$ cat src/hw/rtl/soht_pkg.sv
// Shared constants, codes and types of the size-ordered hole table.
package soht_pkg;

  localparam int unsigned DEPTH        = 64;
  localparam int unsigned HEADER_BYTES = 12;
  localparam int unsigned PAGE_BYTES   = 4096;
  localparam int unsigned PAGE_W       = $clog2(PAGE_BYTES);
  localparam int unsigned IDX_W        = $clog2(DEPTH);
  localparam int unsigned CNT_W        = $clog2(DEPTH + 1);
  localparam int unsigned SLOT_W       = 6;
  localparam int unsigned CMP_W        = (CNT_W > SLOT_W) ? CNT_W : SLOT_W;

  typedef enum logic [2:0] {
    MODE_INSERT   = 3'd0,
    MODE_DEL_IDX  = 3'd1,
    MODE_DEL_ADDR = 3'd2,
    MODE_FIND     = 3'd3,
    MODE_READ     = 3'd4
  } mode_e;

  typedef enum logic [1:0] {
    STAT_OK   = 2'd0,
    STAT_MISS = 2'd1,
    STAT_FULL = 2'd2
  } status_e;

  typedef enum logic [2:0] {
    S_IDLE,
    S_SCAN,
    S_FETCH,
    S_CAPTURE,
    S_SHIFT_UP,
    S_PLACE,
    S_SHIFT_DN,
    S_DONE
  } state_e;

  typedef struct packed {
    logic [31:0] addr;
    logic [31:0] size;
  } entry_t;

  typedef struct packed {
    mode_e             mode;
    logic [31:0]       hole_addr;
    logic [31:0]       hole_size;
    logic [SLOT_W-1:0] slot;
    logic [31:0]       request_size;
    logic              align;
  } req_t;

endpackage

$ cat src/hw/rtl/soht_ram.sv
// Hole table storage: one write port and one registered read port.
module soht_ram
  import soht_pkg::*;
(
  input  logic             clk_i,
  input  logic             we_i,
  input  logic [IDX_W-1:0] waddr_i,
  input  entry_t           wdata_i,
  input  logic             re_i,
  input  logic [IDX_W-1:0] raddr_i,
  output entry_t           rdata_o
);

  entry_t mem [DEPTH];
  entry_t rdata_q;

  always_ff @(posedge clk_i) begin
    if (we_i) begin
      mem[waddr_i] <= wdata_i;
    end
  end

  always_ff @(posedge clk_i) begin
    if (re_i) begin
      rdata_q <= mem[raddr_i];
    end
  end

  assign rdata_o = rdata_q;

endmodule

$ cat config.mk
export PLATFORM = sky130hd
export DESIGN_NAME = soht_ram
export DESIGN_NICKNAME = d
export VERILOG_FILES = /design/src/hw/rtl/soht_pkg.sv /design/src/hw/rtl/soht_ram.sv
export SDC_FILE = /design/constraint.sdc
export NUM_CORES = 2
export LEC_CHECK = 0
export BUFFER_PORTS_ARGS = -buffer_cell sky130_fd_sc_hd__buf_2
export CAP_MARGIN = 20
export CORE_UTILIZATION = 55
export DETAILED_ROUTE_END_ITERATION = 16
export PLACE_DENSITY_LB_ADDON = 0.05
export SLEW_MARGIN = 20
export SYNTH_ARGS = -nofsm -noshare
export SYNTH_HDL_FRONTEND = slang
export SYNTH_SLANG_ARGS = --single-unit
$ cat constraint.sdc
create_clock -name clk_i -period 5.3 [get_ports clk_i]
set_input_delay 0 -clock clk_i [delete_from_list [all_inputs] [get_ports clk_i]]
set_output_delay 0 -clock clk_i [all_outputs]
set_load 0.005 [all_outputs]
==> flow_summary_export.csv <==
group,metric,value,unit
synth,synth_top_family_by_area,"multiplexers",
synth,yosys.area_share.xor_xnor,0,%
power,pwr-share-clk,42.3,%
die,fp-row-count,195,
power,p_leak,55.7,nW
synth,synth-simple-area-share,1.23,%
synth,postSynthCellCount,6598,
placement,dp_slack,2020,ps
routing,first_iter_violations,10200,
timing,finalMaxSlewViolations,0,
clocking,clock_sinks,4160,
final_layout,layout_commonest_cell,"edfxtp_1",
global_routing,groute.usage.overall,31.5,%
global_routing,antenna_found_initial,35,
hold_path,hp-class,"in -> reg",
synth,ys_types,32,
timing,hold_ws,74.9,ps
power,combPwrFrac,4.6,%
setup_path,crit_arrival,3420,ps
routing,routedWlPerCell,39.8,um
timing,relSlewSlack,22.1,%
clocking,clock_path_buffers,4,
clocking,cts_max_level,5,
setup_path,cp-start-kind,"primary input",
routing,routed_wl,447000,um
die,io-pin-count,143,
routing,via_count,76700,
flow_run,cap_violations,0,
synth,async_reset_ff_share,0,%
status,outcome,"finished clean",
synth,synth_compound_area_share,2.47,%
routing,drc_errors,0,
clocking,tritoncts,"built",
final_layout,nFillCells,19000,
power,total_power,69.0,mW
setup_path,cp_common_cell,"dlygate4sd3_1",
synth,synth_nets,6677,
timing,fmax,354,MHz
setup_path,critical_path_buf_inv_count,6,
synth,synth_ff_type,"edfxtp_1",
power,power_density,386,nW/um2
synth,syn_area,157000,um2
clocking,cts_root_buffer,"clkbuf_16",
setup_path,cp_slowest_cell,"dlygate4sd3_1",
placement,port_buffers,142,
power,pwr-share-seq,53.1,%
routing,firstDrtPassIters,6,
clocking,clk_latency,960,ps
die,die_y,536,um
final_layout,final_cell_mix,"edfxtp_1 (4160), mux4_2 (1024), clkbuf_16 (425)",
die,core,283000,um2
synth,ys_ff_latch,4160,
clocking,cts_buffers,418,
power,swShare,21.1,%
timing,setup_viol,0,
setup_path,path_class,"in -> reg",
setup_path,critPathRequiredTime,5890,ps
final_layout,multi_input_area,30800,um2
setup_path,slowest_delay,770,ps
setup_path,cp_cell_sequence,"dlygate4sd3_1, buf_2, nand2_1, dlygate4sd3_1, nor2_4, dlygate4sd3_1, buf_16, buf_12",
die,dieArea,288000,um2
synth,synthMuxAreaShare,15.6,%
setup_path,cpLargestDelayFamily,"buffers and inverters",
global_routing,overflow,0,
final_layout,areaGrowthSynthToFinish,13.7,%
synth,yosysSeqAreaShare,79.6,%
final_layout,nNetsFinal,7191,
timing,timing.final.crit_share,53.3,%
timing,skew,36.5,ps
routing,antenna_left,0,
timing,timing.final.ws_setup,2480,ps
timing,tns,0,ps
synth,synth-edff-count,4160,
placement,dpl-instance-area,164000,um2
final_layout,fin_area,178000,um2
timing,grt_setup_unrepaired,"false",
die,die_x,536,um
power,p_int,54.4,mW
routing,via_per_inst,6.83,
clocking,clk_pin_slew,60,ps
final_layout,drive_above_1_share,28.2,%
synth,yosysWarningCount,0,
placement,finalWeightedCongestion,0.792,
global_routing,grt_pass1_wl,616000,um
power,p_switching,14.5,mW
timing,min_period,2820,ps
placement,dp_hpwl,233000,um
global_routing,grt_start_max_net_pins,92,
die,initial_utilization,55.5,%
setup_path,crit_fanout,37,
timing,finalHoldViolCount,0,
global_routing,grt_pass1_vias,76400,
synth,yosys.area_share.adder,0,%
final_layout,seq_area,125000,um2
timing,tightest_slew,1170,ps
synth,avgSynthCellArea,23.8,um2
power,vdd_drop_max,0.375,mV
setup_path,crit_path_end_kind,"flop",
==> power by group through the flow <==
stage | combinational (mW) | clock [mW] | sequential [mW]
final | 3.14 | 29.2 | 36.6
after global placement | 3.04 | 0 | 37.3
after global routing | 3.31 | 30.7 | 36.6
after floorplan | 1.70 | 0 | 37.3
after CTS | 3.14 | 29.5 | 36.6
after detailed placement | 3.09 | 0 | 37.3
==> synth_stat cells, drive strengths merged (45+ instances only) <==
cell	number	share of area, %
and3	64	0.26
o22ai	83	0.33
a22o	88	0.49
nand2	58	0.14
clkbuf	140	0.33
mux2i	135	0.86
a22oi	168	0.80
nor2	112	0.27
mux4	1024	15
a211oi	63	0.30
buf	230	0.80
nand3	45	0.14
edfxtp	4160	80
==> per-layer routing <==
metal	wire length [um]	global-route usage, %	vias up
met5	45	0	-
met4	14600	9.47	8
met3	43700	6.00	720
met2	216000	50.1	4181
met1	173000	44.8	42100
li1	-	-	29600
==> logic make-up (layout without fill, tap and decap cells) <==
logic type,after synthesis,after routing
simple gates,386,386
compound gates,504,504
other cells,0,18
buf+inv,389,1251
flops,4160,4160
mux,1159,1159
==> state kept, by name (all words and copies together) (netlist names) <==
name,flops
rdata_o,64
mem,4096
==> final cells by class <==
cell class	count	area share (%)
timing repair buffer	464	2.49
sequential	4160	70.0
clock inverter	261	1.42
clock buffer	507	6.13
inverter	19	0.0400
multi-input combinational	2049	17.3
antenna	18	0.0252
tap	3743	2.62
==> per-stage QoR <==
step,instances,util (%)
floorplan,6598,-
global placement,10400,57.9
detailed placement,10400,58.0
CTS,11200,63.0
global route,11200,63.0
finish,11200,63.1
==> final timing paths <==
path,cells past startpoint,start,slack (ps),endpoint
max reg2reg,5,mem[8][2],3100,rdata_o[2]
min reg2reg,4,mem[46][0],910,rdata_o[0]
min,2,wdata_i[19],70,mem[21][19]
max,8,waddr_i[2],2480,mem[55][21]
==> timing repair <==
item,CTS,global route
hold endpoints to repair,4183,0
buffers inserted,0,0
resized for setup,0,0
hold buffers,75,0
(Power assumes the default switching activity.)
