**src/hw/rtl/soht_pkg.sv**
```systemverilog
// Shared constants, codes and types of the size-ordered hole table.
package soht_pkg;

  localparam int unsigned DEPTH        = 64;
  localparam int unsigned HEADER_BYTES = 12;
  localparam int unsigned PAGE_BYTES   = 4096;
  localparam int unsigned PAGE_W       = $clog2(PAGE_BYTES);
  localparam int unsigned IDX_W        = $clog2(DEPTH);
  localparam int unsigned CNT_W        = $clog2(DEPTH + 1);
  localparam int unsigned SLOT_W       = 6;
  localparam int unsigned CMP_W        = (CNT_W > SLOT_W) ? CNT_W : SLOT_W;

  typedef enum logic [2:0] {
    MODE_INSERT   = 3'd0,
    MODE_DEL_IDX  = 3'd1,
    MODE_DEL_ADDR = 3'd2,
    MODE_FIND     = 3'd3,
    MODE_READ     = 3'd4
  } mode_e;

  typedef enum logic [1:0] {
    STAT_OK   = 2'd0,
    STAT_MISS = 2'd1,
    STAT_FULL = 2'd2
  } status_e;

  typedef enum logic [2:0] {
    S_IDLE,
    S_SCAN,
    S_FETCH,
    S_CAPTURE,
    S_SHIFT_UP,
    S_PLACE,
    S_SHIFT_DN,
    S_DONE
  } state_e;

  typedef struct packed {
    logic [31:0] addr;
    logic [31:0] size;
  } entry_t;

  typedef struct packed {
    mode_e             mode;
    logic [31:0]       hole_addr;
    logic [31:0]       hole_size;
    logic [SLOT_W-1:0] slot;
    logic [31:0]       request_size;
    logic              align;
  } req_t;

endpackage

```
**src/hw/rtl/soht_cmp.sv**
```systemverilog
// Shared compare unit: tests one table entry against the pending request.
module soht_cmp
  import soht_pkg::*;
(
  input  req_t   req_i,
  input  entry_t ent_i,
  output logic   hit_o
);

  logic [PAGE_W-1:0] page_low;
  logic [PAGE_W:0]   offset;
  logic [31:0]       offset_ext;
  logic              fit;

  always_comb begin
    // Bytes from the header end up to the next page boundary, 1 to a full page.
    page_low   = PAGE_W'(ent_i.addr[PAGE_W-1:0] + PAGE_W'(HEADER_BYTES));
    offset     = (PAGE_W + 1)'(PAGE_BYTES) - (PAGE_W + 1)'(page_low);
    offset_ext = 32'(offset);
    if (req_i.align) begin
      fit = (ent_i.size >= offset_ext) &&
            ((ent_i.size - offset_ext) >= req_i.request_size);
    end else begin
      fit = ent_i.size >= req_i.request_size;
    end

    case (req_i.mode)
      MODE_INSERT:   hit_o = ent_i.size >= req_i.hole_size;
      MODE_DEL_ADDR: hit_o = ent_i.addr == req_i.hole_addr;
      MODE_FIND:     hit_o = fit;
      default:       hit_o = 1'b0;
    endcase
  end

endmodule

```
**config.mk**
```make
export PLATFORM = sky130hd
export DESIGN_NAME = soht_cmp
export DESIGN_NICKNAME = d
export VERILOG_FILES = /design/src/hw/rtl/soht_pkg.sv /design/src/hw/rtl/soht_cmp.sv
export SDC_FILE = /design/constraint.sdc
export NUM_CORES = 1
export LEC_CHECK = 0
export ABC_CLOCK_PERIOD_IN_PS = 19800
export BUFFER_PORTS_ARGS = -buffer_cell sky130_fd_sc_hd__buf_2
export CORE_MARGIN = 2
export CORE_UTILIZATION = 30
export DETAILED_ROUTE_END_ITERATION = 7
export GPL_TIMING_DRIVEN = 0
export SYNTH_ARGS = -nofsm -noshare
export SYNTH_HDL_FRONTEND = slang
export SYNTH_SLANG_ARGS = --single-unit
```
**constraint.sdc**
```tcl
create_clock -name vclk -period 19.8
set_clock_uncertainty 0.2 [all_clocks]
set_input_delay 5.94 -clock vclk [all_inputs]
set_output_delay 5.94 -clock vclk [all_outputs]
set_load 0.05 [all_outputs]
```
==> results of run 1 <==
==> synthesized netlist by cell type, types with 6 or more instances <==
cell type and n:
xnor2_1 61, or3_1 9, ha_1 112, nand3_1 18, nor3_1 11, nor2_1 32
o21a_1 9, a21o_1 21, nand2_1 35, o211ai_1 6, nand4_1 21, nor4_1 10
inv_1 77, xor2_1 18, a21oi_1 39, nand2b_1 6, o21ai_0 18
==> metal layers <==
layer	vias to the layer above	share of wire	global-route usage
li1	2351	-	-
met1	1873	0.46	0.204
met2	107	0.49	0.279
met3	8	0.042	0.00329
met4	0	0.0068	0.0131
met5	-	0	0
==> layout make-up <==
cell class / instances / share of cell area
multi-input cells: 481 / 0.740
repair buffers: 162 / 0.158
inverters: 77 / 0.0563
well taps: 176 / 0.0429
plain buffers: 4 / 0.00293
==> where the power goes <==
| group | leakage, uW | switching (uW) | total (uW) | internal [uW] |
|---|---|---|---|---|
| combinational | 0.00271 | 65.0 | 123 | 58.4 |
| sequential | 0 | 0 | 0 | 0 |
| clock | 0 | 0 | 0 | 0 |
==> worst max-delay path, delay by kind of cell <==
| kind | cells | cell delay, ps |
|---|---|---|
| compound gates | 9 | 2340 |
| xor+xnor | 3 | 620 |
| fa+ha+maj | 3 | 890 |
| buf+inv | 4 | 720 |
| simple gates | 8 | 1570 |
==> logic make-up after synthesis <==
| family | Yosys count | synth area share |
|---|---|---|
| multiplexers | 1 | 0.00275 |
| adder cells (fa/ha/maj) | 113 | 0.347 |
| AO/OA/AOI/OAI | 125 | 0.198 |
| XOR/XNOR | 79 | 0.169 |
| buffers and inverters | 81 | 0.0742 |
| AND/OR/NAND/NOR | 163 | 0.209 |
==> final timing paths <==
| path | slack, ps | end |
|---|---|---|
| worst min-delay path | 12140 | hit_o |
| worst max-delay path | 1600 | hit_o |
==> stage by stage <==
| stage | instances | area, um2 | total power, uW | util |
|---|---|---|---|---|
| 2_1_floorplan | 562 | 4100 | 82.6 | - |
| 3_3_place_gp | 900 | 5130 | 122 | 0.386 |
| 3_5_place_dp | 900 | 5130 | 124 | 0.386 |
| 4_1_cts | 900 | 5130 | 125 | 0.386 |
| 5_1_grt | 900 | 5130 | 142 | 0.386 |
| 6_report | 900 | 5130 | 123 | 0.386 |
==> impl_metrics.env, run 1 <==
export IMPL_synth_cell_types=46
export IMPL_hold_depth=5
export IMPL_syn_nets=845
export IMPL_pre_cts_slack_ps=1600
export IMPL_crit_path_start="ent_i[34]"
export IMPL_crit_fanout=8
export IMPL_grt_first_pass_wirelength_um=18700
export IMPL_syn_area_mm2=0.00410
export IMPL_yosysTopAreaCellShare=0.342
export IMPL_drt_wirelength_per_cell_um=12.7
export IMPL_p_leak_uw=0.00271
export IMPL_grt_pass1_vias=4241
export IMPL_nClkBuffers=0
export IMPL_seq_cells=0
export IMPL_yosysSeqAreaShare=0
export IMPL_fillCellCount=1463
export IMPL_nNetsFinal=1009
export IMPL_slowest_stage="a2111oi_0"
export IMPL_core_rowCount=42
export IMPL_crit_type="in2out"
export IMPL_required_ps=13660
export IMPL_synthTopCellsByArea="ha_1 34%, xnor2_1 13%, inv_1 7.1%, a21oi_1 4.8%, a21o_1 3.8%"
export IMPL_dr_first_iter_drc_count=130
export IMPL_cts_setup_buffers=0
export IMPL_multi_input_area_mm2=0.00379
export IMPL_ioPinCount=171
export IMPL_synth_avg_cell_area_um2=7.29
export IMPL_coreArea_mm2=0.0133
export IMPL_tightestPinTransition_ps=1090
export IMPL_rsz0062_at_grt="false"
export IMPL_hold_path_class="in2out"
export IMPL_seqCellArea_um2=0
export IMPL_min_period_ps=18200
export IMPL_yosys_area_top_type="ha_1"
export IMPL_area_delta_synth_final_pct=25.2
export IMPL_hold_worst_slack_ps=12140
export IMPL_via_per_inst=4.82
export IMPL_fin_setup_tns_ps=0
export IMPL_finalWirelength_um=11400
export IMPL_end_kind="output pin"
export IMPL_die_y_um=121
export IMPL_max_slew_margin=0.262
export IMPL_diodes=0
export IMPL_setup_viol=0
export IMPL_gp_congestion=0.905
export IMPL_portBuffers=162
export IMPL_fmax_ghz=0.0550
export IMPL_vias=4339
export IMPL_cp_data_arrival_time_ps=12060
export IMPL_peakVddDrop_v=0.0000140
export IMPL_die_area_mm2=0.0146
export IMPL_outcome="finished, final reports clean"
export IMPL_hold_path_startpoint="req_i[0]"
export IMPL_die_width_um=121
export IMPL_hold_buffers=0
export IMPL_globalRouteOverflowTotal=0
export IMPL_period_share=0.919
export IMPL_maxSlewViolCount=0
export IMPL_final_cell_mix="162 x buf_2, 112 x ha_1, 77 x inv_1"
export IMPL_cts_resized=0
export IMPL_grt_max_degree=9
export IMPL_final_common_cell="buf_2"
export IMPL_antenna_found_initial=0
export IMPL_drive_gt1_frac=0.236
export IMPL_finalHoldViolCount=0
export IMPL_hpwl_um=10500
export IMPL_ant_nets=0
export IMPL_layout_setup_ws_ps=1600
export IMPL_startpoint_type="input port"
export IMPL_drtPass1Iterations=4
export IMPL_syn_instance_count=562
export IMPL_slowest_delay_ps=590
export IMPL_drc=0
export IMPL_initial_utilization=0.308
export IMPL_cap_violations=0
export IMPL_grtUsageTotal=0.152
export IMPL_power_density_mw_per_mm2=24.1
export IMPL_yosys_warnings=0
No activity file was read; power rests on OpenSTA's default activity.
==> run 2, diff against run 1 <==
Settings changed: CORE_UTILIZATION 30 to 55, PLACE_DENSITY set to 0.9.
==> run 2 against run 1 <==
Net effect: critical path type unchanged; final cell count fell by 8.6%; sequential share of layout area did not move; power rose by 2.3%; die area fell by 44%; count of clock-buffer cells in the layout did not move; maximum frequency rose by 0.18%; highest routed layer unchanged; utilization rose by 31 points; global-route usage rose by 11 points; worst hold slack improved by 26 ps; non-clock buffer count did not move; sequential cell count did not move; via count rose by 6.1%.
==> impl_metrics.env, run 2 (synthesized netlist as in run 1, its figures left out) <==
export IMPL_crit_type="in2out"
export IMPL_ant_nets=0
export IMPL_nClkBuffers=0
export IMPL_rsz0062_at_grt="false"
export IMPL_cts_setup_buffers=0
export IMPL_cp_data_arrival_time_ps=12020
export IMPL_period_share=0.917
export IMPL_globalRouteOverflowTotal=0
export IMPL_seq_cells=0
export IMPL_core_rowCount=31
export IMPL_seqCellArea_um2=0
export IMPL_holdPathEnd="hit_o"
export IMPL_fmax_ghz=0.0551
export IMPL_drtPass1Iterations=4
export IMPL_vias=4604
export IMPL_final_cell_mix="162 x buf_2, 112 x ha_1, 77 x inv_1"
export IMPL_final_common_cell="buf_2"
export IMPL_diodes=0
export IMPL_fin_setup_tns_ps=0
export IMPL_hold_worst_slack_ps=12160
export IMPL_fin_util=0.694
export IMPL_grtUsageTotal=0.265
export IMPL_hold_path_class="in2out"
export IMPL_ioPinCount=171
export IMPL_hold_buffers=0
export IMPL_setup_viol=0
export IMPL_grt_first_pass_wirelength_um=18800
export IMPL_antenna_found_initial=0
export IMPL_gp_congestion=0.913
export IMPL_maxSlewViolCount=0
export IMPL_tightestPinTransition_ps=880
export IMPL_crit_fanout=8
export IMPL_cts_resized=0
export IMPL_die_y_um=90.3
export IMPL_cap_violations=0
export IMPL_area_delta_synth_final_pct=22.8
export IMPL_outcome="finished, final reports clean"
export IMPL_dpl_cell_area_mm2=0.00503
export IMPL_drt_wirelength_per_cell_um=13.8
export IMPL_hpwl_um=10200
export IMPL_finalWirelength_um=11300
export IMPL_via_per_inst=5.59
export IMPL_startpoint_type="input port"
export IMPL_nNetsFinal=1009
export IMPL_die_area_mm2=0.00816
export IMPL_drc=0
export IMPL_end_kind="output pin"
export IMPL_grt_pass1_vias=4544
export IMPL_hold_depth=5
export IMPL_final_cell_area_mm2=0.00503
export IMPL_hold_path_startpoint="req_i[0]"
export IMPL_drive_gt1_frac=0.236
export IMPL_required_ps=13660
export IMPL_finalHoldViolCount=0
export IMPL_power_density_mw_per_mm2=25.1
export IMPL_grt_max_degree=9
export IMPL_die_width_um=90.3
export IMPL_peakVddDrop_v=0.0000185
export IMPL_min_period_ps=18160
export IMPL_dr_first_iter_drc_count=104
export IMPL_initial_utilization=0.565
export IMPL_coreArea_mm2=0.00725
export IMPL_p_leak_uw=0.00271
export IMPL_max_slew_margin=0.406
export IMPL_portBuffers=162
run 2: cell counts in the layout (fill, tap and decap cells not counted):
Identical to the previous run, type by type.
run 2: report_power, final:
| part | switching (uW) | total, uW | leakage, uW | internal, uW |
|---|---|---|---|---|
| logic | 67.0 | 126 | 0.00271 | 59.2 |
| clock network | 0 | 0 | 0 | 0 |
| registers | 0 | 0 | 0 | 0 |
run 2: through the flow:
stage | setup WS [ps] | instances | power, uW
final | 1640 | 823 | 126
after global routing | 1090 | 823 | 142
after CTS | 1700 | 823 | 125
after detailed placement | 1710 | 823 | 124
after global placement | 1870 | 823 | 118
after floorplan | 2560 | 562 | 82.6
run 2: worst max-delay path by stage:
stage,start,end,slack [ps],depth (start not counted)
global route,ent_i[34],hit_o,1090,27
finish,ent_i[34],hit_o,1640,27
floorplan,ent_i[34],hit_o,2560,25
detailed placement,ent_i[34],hit_o,1710,27
global placement,ent_i[34],hit_o,1870,27
CTS,ent_i[34],hit_o,1700,27
run 2: per-layer routing:
metal,up-vias,part of all wire,track usage
met5,-,0,0
met4,0,0.0065,0.0333
met3,8,0.036,0.0150
met2,120,0.53,0.538
met1,2130,0.43,0.307
li1,2346,-,-
run 2: final cells by class:
type	count	area (um2)
Multi-Input combinational cell	481	3790
Fill cell	620	2220
Timing Repair Buffer	162	811
Inverter	77	289
Tap cell	99	124
Buffer	4	15.0
run 2: worst max-delay path, cell delays in order:
cell and delay (ps):
buf_2 90, clkbuf_1 330, inv_1 90, ha_1 280, xor2_1 250, nand3_1 140
a21oi_1 230, nand3_1 180, or4_1 430, o21ai_0 120, xor2_1 260, ha_1 340
nor3b_1 170, a2111oi_0 580, o211a_1 360, nand2_1 110, or3_1 330, xnor2_1 160
ha_1 250, nand2_1 80, o21ai_0 120, a221oi_1 360, o21ai_0 130, o21bai_1 170
a41oi_1 220, nand3_1 100, buf_2 220
